[config.mk]
export PLATFORM = sky130hd
export DESIGN_NAME = address_map_gap_finder_top
export DESIGN_NICKNAME = d
export VERILOG_FILES = /design/src/agf_pkg.sv /design/src/agf_in_stage.sv /design/src/agf_parse.sv /design/src/agf_out_stage.sv /design/src/address_map_gap_finder_top.sv
export SDC_FILE = /design/constraint.sdc
export NUM_CORES = 1
export LEC_CHECK = 0
export ABC_AREA = 0
export BUFFER_PORTS_ARGS = -buffer_cell sky130_fd_sc_hd__buf_2
export CAP_MARGIN = 10
export CORE_MARGIN = 1.5
export CORE_UTILIZATION = 45
export DETAILED_ROUTE_END_ITERATION = 7
export GPL_TIMING_DRIVEN = 0
export PLACE_DENSITY = 0.65
export SYNTH_ARGS = -nofsm -noshare
export SYNTH_HDL_FRONTEND = slang
export SYNTH_SLANG_ARGS = --single-unit
[constraint.sdc]
create_clock -name clk -period 15.6 [get_ports clk]
set_input_delay 2.34 -clock clk [delete_from_list [all_inputs] [get_ports clk]]
set_output_delay 2.34 -clock clk [all_outputs]
set_load 0.1 [all_outputs]
[src/agf_pkg.sv]
// ----------------------------------------------------------------------------
// agf_pkg: shared types and constants for the address map gap finder
// Character codes, register indexes, reset values and the beat types that
// pass between the input stage, the parser and the output stage.
// ----------------------------------------------------------------------------
`default_nettype none

package agf_pkg;

	// address and window width
	localparam int ADDR_BITS_DEF = 64;
	localparam int WIN_W         = 64;

	// register indexes on the configuration port
	localparam int CFG_IDX_W = 1;
	localparam logic [CFG_IDX_W-1:0] REG_WINDOW_LOW  = 1'b0;
	localparam logic [CFG_IDX_W-1:0] REG_WINDOW_HIGH = 1'b1;

	// register reset values
	localparam logic [WIN_W-1:0] WINDOW_LOW_RESET  = 64'h0000_0000_0001_0000;
	localparam logic [WIN_W-1:0] WINDOW_HIGH_RESET = 64'h0000_7FFF_FFFF_F000;

	// listing characters
	localparam logic [7:0] CHAR_DASH    = 8'h2D;
	localparam logic [7:0] CHAR_SPACE   = 8'h20;
	localparam logic [7:0] CHAR_NEWLINE = 8'h0A;
	localparam logic [7:0] CHAR_NINE    = 8'h39;

	// one listing beat
	typedef struct packed {
		logic [7:0] char_code;
		logic       end_of_listing;
	} item_t;

	// one result beat
	typedef struct packed {
		logic [WIN_W-1:0] gap_base;
		logic [WIN_W-1:0] gap_length;
		logic             final_gap;
		logic             malformed;
	} result_t;

	// low nibble of a hex digit: '0'..'9' map directly, anything above '9'
	// counts from 'a' = 10, which in the low nibble is code + 9
	function automatic logic [3:0] hex_nibble(input logic [7:0] code);
		logic [3:0] nib;
		if (code <= CHAR_NINE) begin
			nib = code[3:0];
		end else begin
			nib = code[3:0] + 4'd9;
		end
		return nib;
	endfunction

endpackage

`default_nettype wire

[src/agf_in_stage.sv]
// ----------------------------------------------------------------------------
// agf_in_stage: input register
// Holds one listing beat for the parser; refills in the same cycle the held
// beat is consumed.
// ----------------------------------------------------------------------------
`default_nettype none

module agf_in_stage (
	input  wire logic           clk,
	input  wire logic           arst_n,
	input  wire logic           s_tvalid,
	output logic                s_tready,
	input  wire agf_pkg::item_t s_item,
	input  wire logic           can_load,   // output stage has room
	output logic                valid_s1,
	output agf_pkg::item_t      item_s1
);

	logic accept;

	// room when empty or when the held beat moves on this cycle
	assign s_tready = !valid_s1 || can_load;
	assign accept   = s_tvalid && s_tready;

	// valid flag
	always_ff @(posedge clk or negedge arst_n) begin
		if (!arst_n) begin
			valid_s1 <= 1'b0;
		end else if (accept) begin
			valid_s1 <= 1'b1;
		end else if (can_load) begin
			valid_s1 <= 1'b0;
		end
	end

	// payload
	always_ff @(posedge clk) begin
		if (accept) begin
			item_s1 <= s_item;
		end
	end

endmodule

`default_nettype wire

[src/agf_parse.sv]
// ----------------------------------------------------------------------------
// agf_parse: line parser and gap computation
// Keeps the parse phase, the two address accumulators and the window
// registers; judges one beat per cycle while the beat in s1 advances and produces at most one result.
// ----------------------------------------------------------------------------
`default_nettype none

module agf_parse #(
	parameter int ADDR_BITS = agf_pkg::ADDR_BITS_DEF
) (
	input  wire logic                          clk,
	input  wire logic                          arst_n,
	input  wire logic                          cfg_we,
	input  wire logic [agf_pkg::CFG_IDX_W-1:0] cfg_index,
	input  wire logic [agf_pkg::WIN_W-1:0]     cfg_wdata,
	input  wire logic                          advance,   // beat in s1 consumed
	input  wire agf_pkg::item_t                item_s1,
	output logic                               res_valid,
	output agf_pkg::result_t                   res
);

	localparam logic [1:0] PH_START  = 2'd0;
	localparam logic [1:0] PH_FINISH = 2'd1;
	localparam logic [1:0] PH_SKIP   = 2'd2;

	logic [1:0]                  phase_q, phase_d;
	logic [ADDR_BITS-1:0]        start_acc_q, start_acc_d;
	logic [ADDR_BITS-1:0]        fin_acc_q, fin_acc_d;
	logic [agf_pkg::WIN_W-1:0]   win_low_q, win_high_q;
	logic [agf_pkg::WIN_W-1:0]   start_ext, fin_ext, lo, hi_mid, hi;
	logic [3:0]                  nib;
	logic                        gap_ok;

	// window registers
	always_ff @(posedge clk or negedge arst_n) begin
		if (!arst_n) begin
			win_low_q  <= agf_pkg::WINDOW_LOW_RESET;
			win_high_q <= agf_pkg::WINDOW_HIGH_RESET;
		end else if (cfg_we) begin
			case (cfg_index)
				agf_pkg::REG_WINDOW_LOW:  win_low_q  <= cfg_wdata;
				agf_pkg::REG_WINDOW_HIGH: win_high_q <= cfg_wdata;
				default: ;
			endcase
		end
	end

	// clipped gap: previous end up to this start, or to the window top at end
	assign start_ext = agf_pkg::WIN_W'(start_acc_q);
	assign fin_ext   = agf_pkg::WIN_W'(fin_acc_q);
	assign lo        = (fin_ext > win_low_q) ? fin_ext : win_low_q;
	assign hi_mid    = (start_ext < win_high_q) ? start_ext : win_high_q;
	assign hi        = item_s1.end_of_listing ? win_high_q : hi_mid;
	assign gap_ok    = hi > lo;
	assign nib       = agf_pkg::hex_nibble(item_s1.char_code);

	// next state and result for the beat in s1
	always_comb begin
		phase_d        = phase_q;
		start_acc_d    = start_acc_q;
		fin_acc_d      = fin_acc_q;
		res_valid      = 1'b0;
		res.gap_base   = lo;
		res.gap_length = hi - lo;
		res.final_gap  = 1'b0;
		res.malformed  = 1'b0;
		if (item_s1.end_of_listing) begin
			res.final_gap = 1'b1;
			if (phase_q == PH_START) begin
				res_valid = gap_ok;
			end else begin
				// listing cut off mid-line
				res_valid      = 1'b1;
				res.malformed  = 1'b1;
				res.gap_base   = '0;
				res.gap_length = '0;
			end
			phase_d     = PH_START;
			start_acc_d = '0;
			fin_acc_d   = '0;
		end else begin
			case (phase_q)
				PH_START: begin
					if (item_s1.char_code == agf_pkg::CHAR_DASH) begin
						res_valid   = gap_ok;
						start_acc_d = '0;
						fin_acc_d   = '0;
						phase_d     = PH_FINISH;
					end else begin
						start_acc_d = {start_acc_q[ADDR_BITS-5:0], nib};
					end
				end
				PH_FINISH: begin
					if (item_s1.char_code == agf_pkg::CHAR_SPACE) begin
						phase_d = PH_SKIP;
					end else begin
						fin_acc_d = {fin_acc_q[ADDR_BITS-5:0], nib};
					end
				end
				default: begin
					// rest of line
					if (item_s1.char_code == agf_pkg::CHAR_NEWLINE) begin
						phase_d = PH_START;
					end
				end
			endcase
		end
	end

	// parser state
	always_ff @(posedge clk or negedge arst_n) begin
		if (!arst_n) begin
			phase_q     <= PH_START;
			start_acc_q <= '0;
			fin_acc_q   <= '0;
		end else if (advance) begin
			phase_q     <= phase_d;
			start_acc_q <= start_acc_d;
			fin_acc_q   <= fin_acc_d;
		end
	end

	// end of listing always leaves the parser in its reset state
	assert property (@(posedge clk) disable iff (!arst_n)
		advance && item_s1.end_of_listing |=>
			phase_q == PH_START && start_acc_q == '0 && fin_acc_q == '0)
		else $error("parser not cleared after end of listing");

	// a dash in the start field moves to the end field with cleared accumulators
	assert property (@(posedge clk) disable iff (!arst_n)
		advance && !item_s1.end_of_listing && phase_q == PH_START &&
			item_s1.char_code == agf_pkg::CHAR_DASH |=>
			phase_q == PH_FINISH && start_acc_q == '0 && fin_acc_q == '0)
		else $error("dash did not start the end field");

	// a mid-listing result is a real gap inside the window
	assert property (@(posedge clk) disable iff (!arst_n)
		res_valid && !res.final_gap |->
			res.gap_length != '0 && res.gap_base >= win_low_q &&
			!res.malformed)
		else $error("bad mid-listing gap");

endmodule

`default_nettype wire

[src/agf_out_stage.sv]
// ----------------------------------------------------------------------------
// agf_out_stage: result register
// Holds one result beat until the receiver takes it; accepts a new one in
// the same cycle the held beat leaves.
// ----------------------------------------------------------------------------
`default_nettype none

module agf_out_stage (
	input  wire logic             clk,
	input  wire logic             arst_n,
	input  wire logic             push,      // new result from the parser
	input  wire agf_pkg::result_t res,
	output logic                  can_load,
	output logic                  m_tvalid,
	input  wire logic             m_tready,
	output agf_pkg::result_t      res_q
);

	logic valid_q;

	assign can_load = !valid_q || m_tready;
	assign m_tvalid = valid_q;

	// valid flag
	always_ff @(posedge clk or negedge arst_n) begin
		if (!arst_n) begin
			valid_q <= 1'b0;
		end else if (can_load) begin
			valid_q <= push;
		end
	end

	// payload
	always_ff @(posedge clk) begin
		if (push) begin
			res_q <= res;
		end
	end

	// a result only arrives when there is room for it
	assert property (@(posedge clk) disable iff (!arst_n)
		push |-> can_load)
		else $error("result pushed into a full output register");

	// a held, untaken result survives to the next cycle
	assert property (@(posedge clk) disable iff (!arst_n)
		valid_q && !m_tready |=> valid_q && $stable(res_q))
		else $error("held result lost");

endmodule

`default_nettype wire

[src/address_map_gap_finder_top.sv]
// ----------------------------------------------------------------------------
// address_map_gap_finder_top: free gaps of a memory-map listing
// Parses a listing one character per beat and reports the free gaps between
// mapped regions, clipped to a programmable address window.
//
// Input stream (s_*): one character per beat in s_tdata[7:0]; s_tlast marks
//   the end of the listing, and then the character is ignored.
// Output stream (m_*): at most one result per input beat; m_tdata carries the
//   gap base and length, m_tlast marks the result of the end-of-listing beat, and
//   m_tuser flags a listing that ended mid-line (gap fields are then zero).
// Config port: cfg_we / cfg_index / cfg_wdata write window_low (index 0)
//   and window_high (index 1), one register per write; write only while idle.
// Throughput: one beat per cycle while the result side is not stalled; the
//   parse step (one 64-bit max, min, compare and subtract) lies between the
//   input and result registers.
// Result path: an accepted beat waits in the input register, and its result
//   is then held in the result register.
// Reset: parser returns to the start field with cleared accumulators; the
//   window takes 0x10000 .. 0x7FFFFFFFF000. No clearing pass.
// Stall: a held result blocks the input only when the input register is
//   also full; then s_tready drops until m_tready returns.
// ----------------------------------------------------------------------------
`default_nettype none

module address_map_gap_finder_top #(
	parameter int ADDR_BITS = agf_pkg::ADDR_BITS_DEF
) (
	input  wire logic                          clk,
	input  wire logic                          arst_n,
	// listing stream
	input  wire logic                          s_tvalid,
	output logic                               s_tready,
	input  wire logic [7:0]                    s_tdata,   // [7:0] char_code
	input  wire logic                          s_tlast,   // end_of_listing
	// result stream
	output logic                               m_tvalid,
	input  wire logic                          m_tready,
	output logic [127:0]                       m_tdata,   // [63:0] gap_base, [127:64] gap_length
	output logic                               m_tlast,   // final_gap
	output logic [0:0]                         m_tuser,   // [0] malformed
	// configuration
	input  wire logic                          cfg_we,
	input  wire logic [agf_pkg::CFG_IDX_W-1:0] cfg_index,
	input  wire logic [agf_pkg::WIN_W-1:0]     cfg_wdata
);

	agf_pkg::item_t   s_item, item_s1;
	agf_pkg::result_t res, res_q;
	logic             valid_s1, can_load, advance, res_valid;

	assign s_item.char_code      = s_tdata;
	assign s_item.end_of_listing = s_tlast;
	assign advance               = valid_s1 && can_load;

	agf_in_stage u_in (
		.clk      (clk),
		.arst_n   (arst_n),
		.s_tvalid (s_tvalid),
		.s_tready (s_tready),
		.s_item   (s_item),
		.can_load (can_load),
		.valid_s1 (valid_s1),
		.item_s1  (item_s1)
	);

	agf_parse #(
		.ADDR_BITS (ADDR_BITS)
	) u_parse (
		.clk       (clk),
		.arst_n    (arst_n),
		.cfg_we    (cfg_we),
		.cfg_index (cfg_index),
		.cfg_wdata (cfg_wdata),
		.advance   (advance),
		.item_s1   (item_s1),
		.res_valid (res_valid),
		.res       (res)
	);

	agf_out_stage u_out (
		.clk      (clk),
		.arst_n   (arst_n),
		.push     (advance && res_valid),
		.res      (res),
		.can_load (can_load),
		.m_tvalid (m_tvalid),
		.m_tready (m_tready),
		.res_q    (res_q)
	);

	// result beat packing
	assign m_tdata = {res_q.gap_length, res_q.gap_base};
	assign m_tlast = res_q.final_gap;
	assign m_tuser = res_q.malformed;

endmodule

`default_nettype wire

* Word-level counts from Yosys, hierarchy flattened
Index checks and enable logic that the tools add are counted.
Cells by class: bitwise gates (word level) 1, add/subtract/negate cells 2, muxes and demuxes 25, eq/ne operators 7, magnitude comparators 4, reduce and logical (&&, ||, !) cells 17
Operators with widths (number):
- 2-to-1 mux 64 bit | 9
- 2-to-1 mux 130 bit | 1
- greater-than comparator 64 bit | 2
- 2-to-1 mux 128 bit | 1
- one-hot mux 64 bit (2 select lines) | 1
- < comparator 64 bit | 1
- subtractor 64 bit | 1
- == test 8 x 6 -> 1 bit (second input constant) | 2
- == test 8 x 4 -> 1 bit (second input constant) | 1
- <= comparator 8 x 6 -> 1 bit (second input constant) | 1
- 2-to-1 mux 2 bit | 4
- AND reduction 4 bit | 2
- 2-to-1 mux 1 bit | 7
- inequality test 3 bit (second input constant) | 2
- AND reduction 2 bit | 3
- adder 4 bit (second input constant) | 1
- 2-to-1 mux 4 bit | 1
- one-hot mux 2 bit (2 select lines) | 1
- nonzero test 2 bit | 2
- nonzero test 4 bit | 1
- logical AND 1 bit | 3
- inequality test 3 x 2 -> 1 bit (second input constant) | 1
- nonzero test 3 bit | 1
- == test 2 x 1 -> 1 bit (second input constant) | 1
- 4 further kinds | 6
Storage, ports and cells: word-level logic and storage cells 69, output and inout port bits 132, register bits after elaboration 399, bits of input ports 79

* Depth between registers and ports, before layout
depth in word-level cells 8, gate-level depth with buffers 28, depth with buffers taken out 25

* Hierarchy
From an unflattened synthesis, not the netlist that was laid out.
Unflattened totals: cell total of the unflattened synthesis 2256, area total of the unflattened synthesis 23252.3 um2
Modules (own cells, without submodules):
- agf_parse | times used 1, sequential area each 6501.2 um2, cells an instance 2108, area an instance 18964.4 um2
- agf_out_stage | times used 1, sequential area each 3928.8 um2, cells an instance 133, area an instance 3951.3 um2
- agf_in_stage | times used 1, sequential area each 295.3 um2, cells an instance 13, area an instance 324.1 um2
- address_map_gap_finder_top | times used 1, sequential area each 0.0 um2, cells an instance 2, area an instance 12.5 um2

* Worst setup path before layout
Ideal clock, no wire load.
path kind flip-flop to flip-flop, start point reg u_parse.win_high_q[30] (netlist bit), end point reg, netlist name u_out.res_q[0], path buffers 2, path slack 6.553 ns, setup time 0.494 ns, arrival time 8.553 ns, period minus slack after synthesis 9.047 ns, cell stages (with the launch flop) 25, data required time 15.106 ns, cell sequence dfstp_2 > inv_1 > ha_1 > a21oi_1 > nand2_1 > a221o_1 > o31a_1 > a211oi_1 > nor3_1 > or2_2 > clkbuf_1 > clkbuf_1 > mux2_2 > ha_1 > and3_1 > and3_1 > nand3_1 > or4_1 > o211a_1 > o21ai_1 > a31oi_1 > o21ai_2 > a221oi_1 > or4_1 > nand2_1
Between the ends: cells in the longest elaborated chain, start to end 8, elaborated cells on any way between the ends 9, classes of those cells order compare (2); mux (6); reduce/logical (1)
Ends and longest elaborated chain:
- from (decl) | line agf_parse.sv:29 | logic [agf_pkg::WIN_W-1:0] win_low_q, win_high_q;
- from (signal assigned) | line agf_parse.sv:38 | win_high_q <= agf_pkg::WINDOW_HIGH_RESET;
- from (signal assigned) | line agf_parse.sv:42 | agf_pkg::REG_WINDOW_HIGH: win_high_q <= cfg_wdata;
- < comparator 64 bit | line agf_parse.sv:52 | assign hi_mid = (start_ext < win_high_q) ? start_ext : win_high_q;
- 2-to-1 mux 64 bit | line agf_parse.sv:52
- 2-to-1 mux 64 bit (*) | line agf_parse.sv:53 | assign hi = item_s1.end_of_listing ? win_high_q : hi_mid;
- greater-than comparator 64 bit (*) | line agf_parse.sv:54 | assign gap_ok = hi > lo;
- 2-to-1 mux 1 bit | line agf_parse.sv:84 | if (item_s1.char_code == agf_pkg::CHAR_DASH) begin
- 2-to-1 mux 1 bit | line agf_parse.sv:82 | case (phase_q)
- 2-to-1 mux 1 bit (*) | line agf_parse.sv:67 | if (item_s1.end_of_listing) begin
- logical AND 1 bit (*) | line address_map_gap_finder_top.sv:83 | .push (advance && res_valid),
- via u_out.push | line agf_out_stage.sv:11 | input wire logic push,
The timed path passes the listed nets; every way through them passes the cells marked *. A chain may end at the register's enable or synchronous reset.

* Final worst setup path
start point reg u_parse.fin_acc_q[62], end point reg, netlist name u_out.res_q[29]
Between the ends: cells in the longest elaborated chain, start to end 7, elaborated cells on any way between the ends 8, classes of those cells order compare (2); mux (5); reduce/logical (1)
Ends and longest elaborated chain:
- from (decl) | line agf_parse.sv:28 | logic [ADDR_BITS-1:0] fin_acc_q, fin_acc_d;
- from (signal assigned) | line agf_parse.sv:119 | fin_acc_q <= fin_acc_d;
- greater-than comparator 64 bit | line agf_parse.sv:51 | assign lo = (fin_ext > win_low_q) ? fin_ext : win_low_q;
- 2-to-1 mux 64 bit (*) | line agf_parse.sv:51
- greater-than comparator 64 bit (*) | line agf_parse.sv:54
- 2-to-1 mux 1 bit | line agf_parse.sv:84
- 2-to-1 mux 1 bit | line agf_parse.sv:82
- 2-to-1 mux 1 bit (*) | line agf_parse.sv:67
- logical AND 1 bit (*) | line address_map_gap_finder_top.sv:83
- via u_out.push | line agf_out_stage.sv:11
Marks and branches as above.

==> results.sh <==
export IMPL_outcome="finished, final reports clean"
export IMPL_slew_headroom_pct=10.5
export IMPL_switching_power_w=0.00168
export IMPL_grt_first_pass_wirelength_um=105000
export IMPL_clock_latency_ps=590
export IMPL_path_cells="ha_1 > nand4_1 > nor4_1 > nand3_1 > nor2_1 > nand4_1 > nand2_1 > clkbuf_1 > mux2i_1 > ha_1 > and3_1 > and3_1 > nand3_1 > or4_1 > o211a_1 > o21ai_1 > a31oi_1 > o21ai_2 > a221oi_1 > or4_1 > nand2_4 > buf_16"
export IMPL_synth_cells=2199
export IMPL_grt_start_max_net_pins=122
export IMPL_seq_area_frac_synth_pct=46.7
export IMPL_yosys_most_used_dff="dfrtp_1"
export IMPL_vdd_drop_max_v=0.0000694
export IMPL_slowest_stage="nand2_1"
export IMPL_netSwitchingFraction_pct=42.6
export IMPL_crit_path_end_kind="flop"
export IMPL_maxCapViolations=0
export IMPL_async_flop_share_pct=65.2
export IMPL_total_power_w=0.00394
export IMPL_antenna_found_initial=3
export IMPL_grt_pass1_vias=17800
export IMPL_hpwlAfterDp_um=52900
export IMPL_cts_hold_buf=0
export IMPL_cp_required_ps=15840
export IMPL_power_density_nw_per_um2=149
export IMPL_place_area_um2=25000
export IMPL_clock_power_share_pct=26.3
export IMPL_cpPeakStageDelay_ps=860
export IMPL_worstHoldPathType="reg2reg"
export IMPL_first_pass_iters=7
export IMPL_hold_path_depth=0
export IMPL_clk_path_buf_depth=3
export IMPL_synth_seq_cells=399
export IMPL_finalCriticalPeriod_ps=9250
export IMPL_area_growth_pct=15.0
export IMPL_avgSynthCellArea_um2=10.5
export IMPL_final_util_pct=52.6
export IMPL_routed_via_count=18300
export IMPL_final_setup_viol_count=0
export IMPL_drt_iter0_markers=1539
export IMPL_gr_total_overflow=0
export IMPL_cts_tree="done"
export IMPL_wl_per_cell_um=21.7
export IMPL_fin_crit_sh_pct=59.3
export IMPL_setup_ws_ps=6350
export IMPL_combPwrFrac_pct=39.3
export IMPL_crit_fanout=66
export IMPL_start_util_pct=45.7
export IMPL_die_y_um=229
export IMPL_synth_edf_count=139
export IMPL_nets=2734
export IMPL_cts_sinks=399
export IMPL_path_clk_slew_ps=60
export IMPL_drv_slew=0
export IMPL_dp_slack_ps=6620
export IMPL_drtAntennaViolNets=0
export IMPL_vias_per_cell=5.76
export IMPL_drive_gt1_share_pct=18.7
export IMPL_cts_setup_buffers=0
export IMPL_ys_warn_count=0
export IMPL_die_area_um2=52400
export IMPL_tns_ps=0
export IMPL_drc=0
export IMPL_htreeDepth=2
export IMPL_final_hold_violation_count=0
export IMPL_cp_depth=22
export IMPL_yosysTopAreaCellShare_pct=24.4
export IMPL_power_static_leakage_nw=12.6
export IMPL_intPower_w=0.00226
export IMPL_sequentialPowerShare_pct=34.4
export IMPL_grt_setup_unrepaired="false"
export IMPL_wl_um=68900
export IMPL_synthDistinctLibCells=70
export IMPL_ys_top_cells_by_area="dfrtp_1 24%, edfxtp_1 18%, ha_1 11%, mux2_2 6.2%, a22o_1 4.6%"
export IMPL_pin_count=211
export IMPL_rr_worst_depth=22
export IMPL_core_area_um2=50300
export IMPL_fp_row_count=82
export IMPL_port_buffers=210
export IMPL_finClkSkew_ps=22.4
export IMPL_worst_slew_pin_slew_ps=1340
export IMPL_fmax_mhz=108
export IMPL_die_width_um=229
export IMPL_cp_start_kind="flop"
export IMPL_path_class="reg2reg"
export IMPL_grt_usage_pct=25.9
export IMPL_fin_area_um2=26400
export IMPL_cp_arrival_ps=9490
export IMPL_finalWeightedCongestion=0.923
export IMPL_cts_root_buf="clkbuf_16"
export IMPL_synth_top_area_cell="dfrtp_1"
export IMPL_cts_buffers_inserted=43
export IMPL_critPathTopFamily="simple AND/OR/NAND/NOR gates"
export IMPL_syn_area_um2=23000
export IMPL_path_buf_inv=2
export IMPL_syn_nets=2474
export IMPL_cts_resized=0
==> stage by stage <==
step	std cells	hold WS, ps
detailed placement	3086	496
floorplan	2199	424
CTS	3166	510
global route	3168	507
global placement	3081	494
finish	3169	489
==> path summary, 6_finish.rpt <==
check	startpoint	endpoint	slack, ps
max in group asynchronous	arst_n	u_parse.win_low_q[14]	13070
hold / removal	u_in.item_s1[0]	u_out.res_q[1]	490
min in group asynchronous	arst_n	u_parse.win_low_q[49]	1620
hold reg to reg	u_in.item_s1[0]	u_out.res_q[1]	490
setup / recovery	u_parse.fin_acc_q[62]	u_out.res_q[29]	6350
setup reg to reg	u_parse.fin_acc_q[62]	u_out.res_q[29]	6350
==> power by group through the flow <==
stage	Combinational (W)	Clock, W	Sequential (W)
floorplan	0.000695	0	0.00180
global placement	0.00150	0	0.00138
detailed placement	0.00153	0	0.00137
CTS	0.00154	0.00105	0.00136
global route	0.00166	0.00109	0.00137
finish	0.00155	0.00104	0.00136
==> routing by layer <==
layer | global-route usage (%) | routed length, um | vias up
met5 | 0 | 0 | -
met4 | 8.35 | 2080 | 0
met3 | 5.03 | 4590 | 111
met2 | 40.7 | 31200 | 603
met1 | 36.2 | 30900 | 9019
li1 | - | - | 8533
==> state kept, by name, summed over array words and instances, names as in the netlist <==
name                 count
u_out.m_tvalid           1
u_in.item_s1             9
u_parse.win_low_q       64
u_parse.phase_q          2
u_in.valid_s1            1
u_out.res_q            130
u_parse.fin_acc_q       64
u_parse.start_acc_q     64
u_parse.win_high_q      64
==> cells in the mapped netlist (50+ instances only) <==
cell,instances
dfrtp_1,224
ha_1,195
nor2_1,174
nand2_1,167
inv_1,159
edfxtp_1,139
o21ai_0,136
a21oi_1,131
mux2_2,127
a22o_1,120
clkbuf_1,98
mux2i_1,66
a21o_1,50
==> cell type report <==
cell class,instances,area [um2]
multi-input combinational,1539,11300
antenna,3,7.51
tap,672,841
timing repair buffer,215,1180
clock inverter,25,258
inverter,160,601
clock buffer,55,1150
fill,4525,23800
sequential,399,10700
buffer,101,379
==> cell usage in the layout, fill, tap and decap left out, types with 9 or more instances in the layout <==
master and n:
ha_1 195, nand3_1 32, inv_1 159, nand2b_1 14, buf_2 209, o21a_1 12, nor2_1 173, clkbuf_16 43
mux2_2 127, clkbuf_1 107, o21bai_1 16, a221oi_1 11, and3_1 9, edfxtp_1 139, a22o_1 120, o21ai_0 136
o21ai_1 15, nand2_1 166, dfstp_2 36, nor2b_1 12, dfrtp_1 224, xnor2_1 29, and4_1 9, and2_1 12
xor2_1 24, a31oi_1 13, nand4_1 40, a21oi_1 131, nor3_1 25, a21o_1 50, mux2i_1 66
==> logic make-up after synthesis <==
logic type	share of synthesized area (%)
compound gates	16.5
xor+xnor	2.02
fa+ha+maj	10.7
buf+inv	4.26
flops	46.7
mux	9.10
simple gates	10.7
Note: power is estimated with default switching activity, not from simulation.
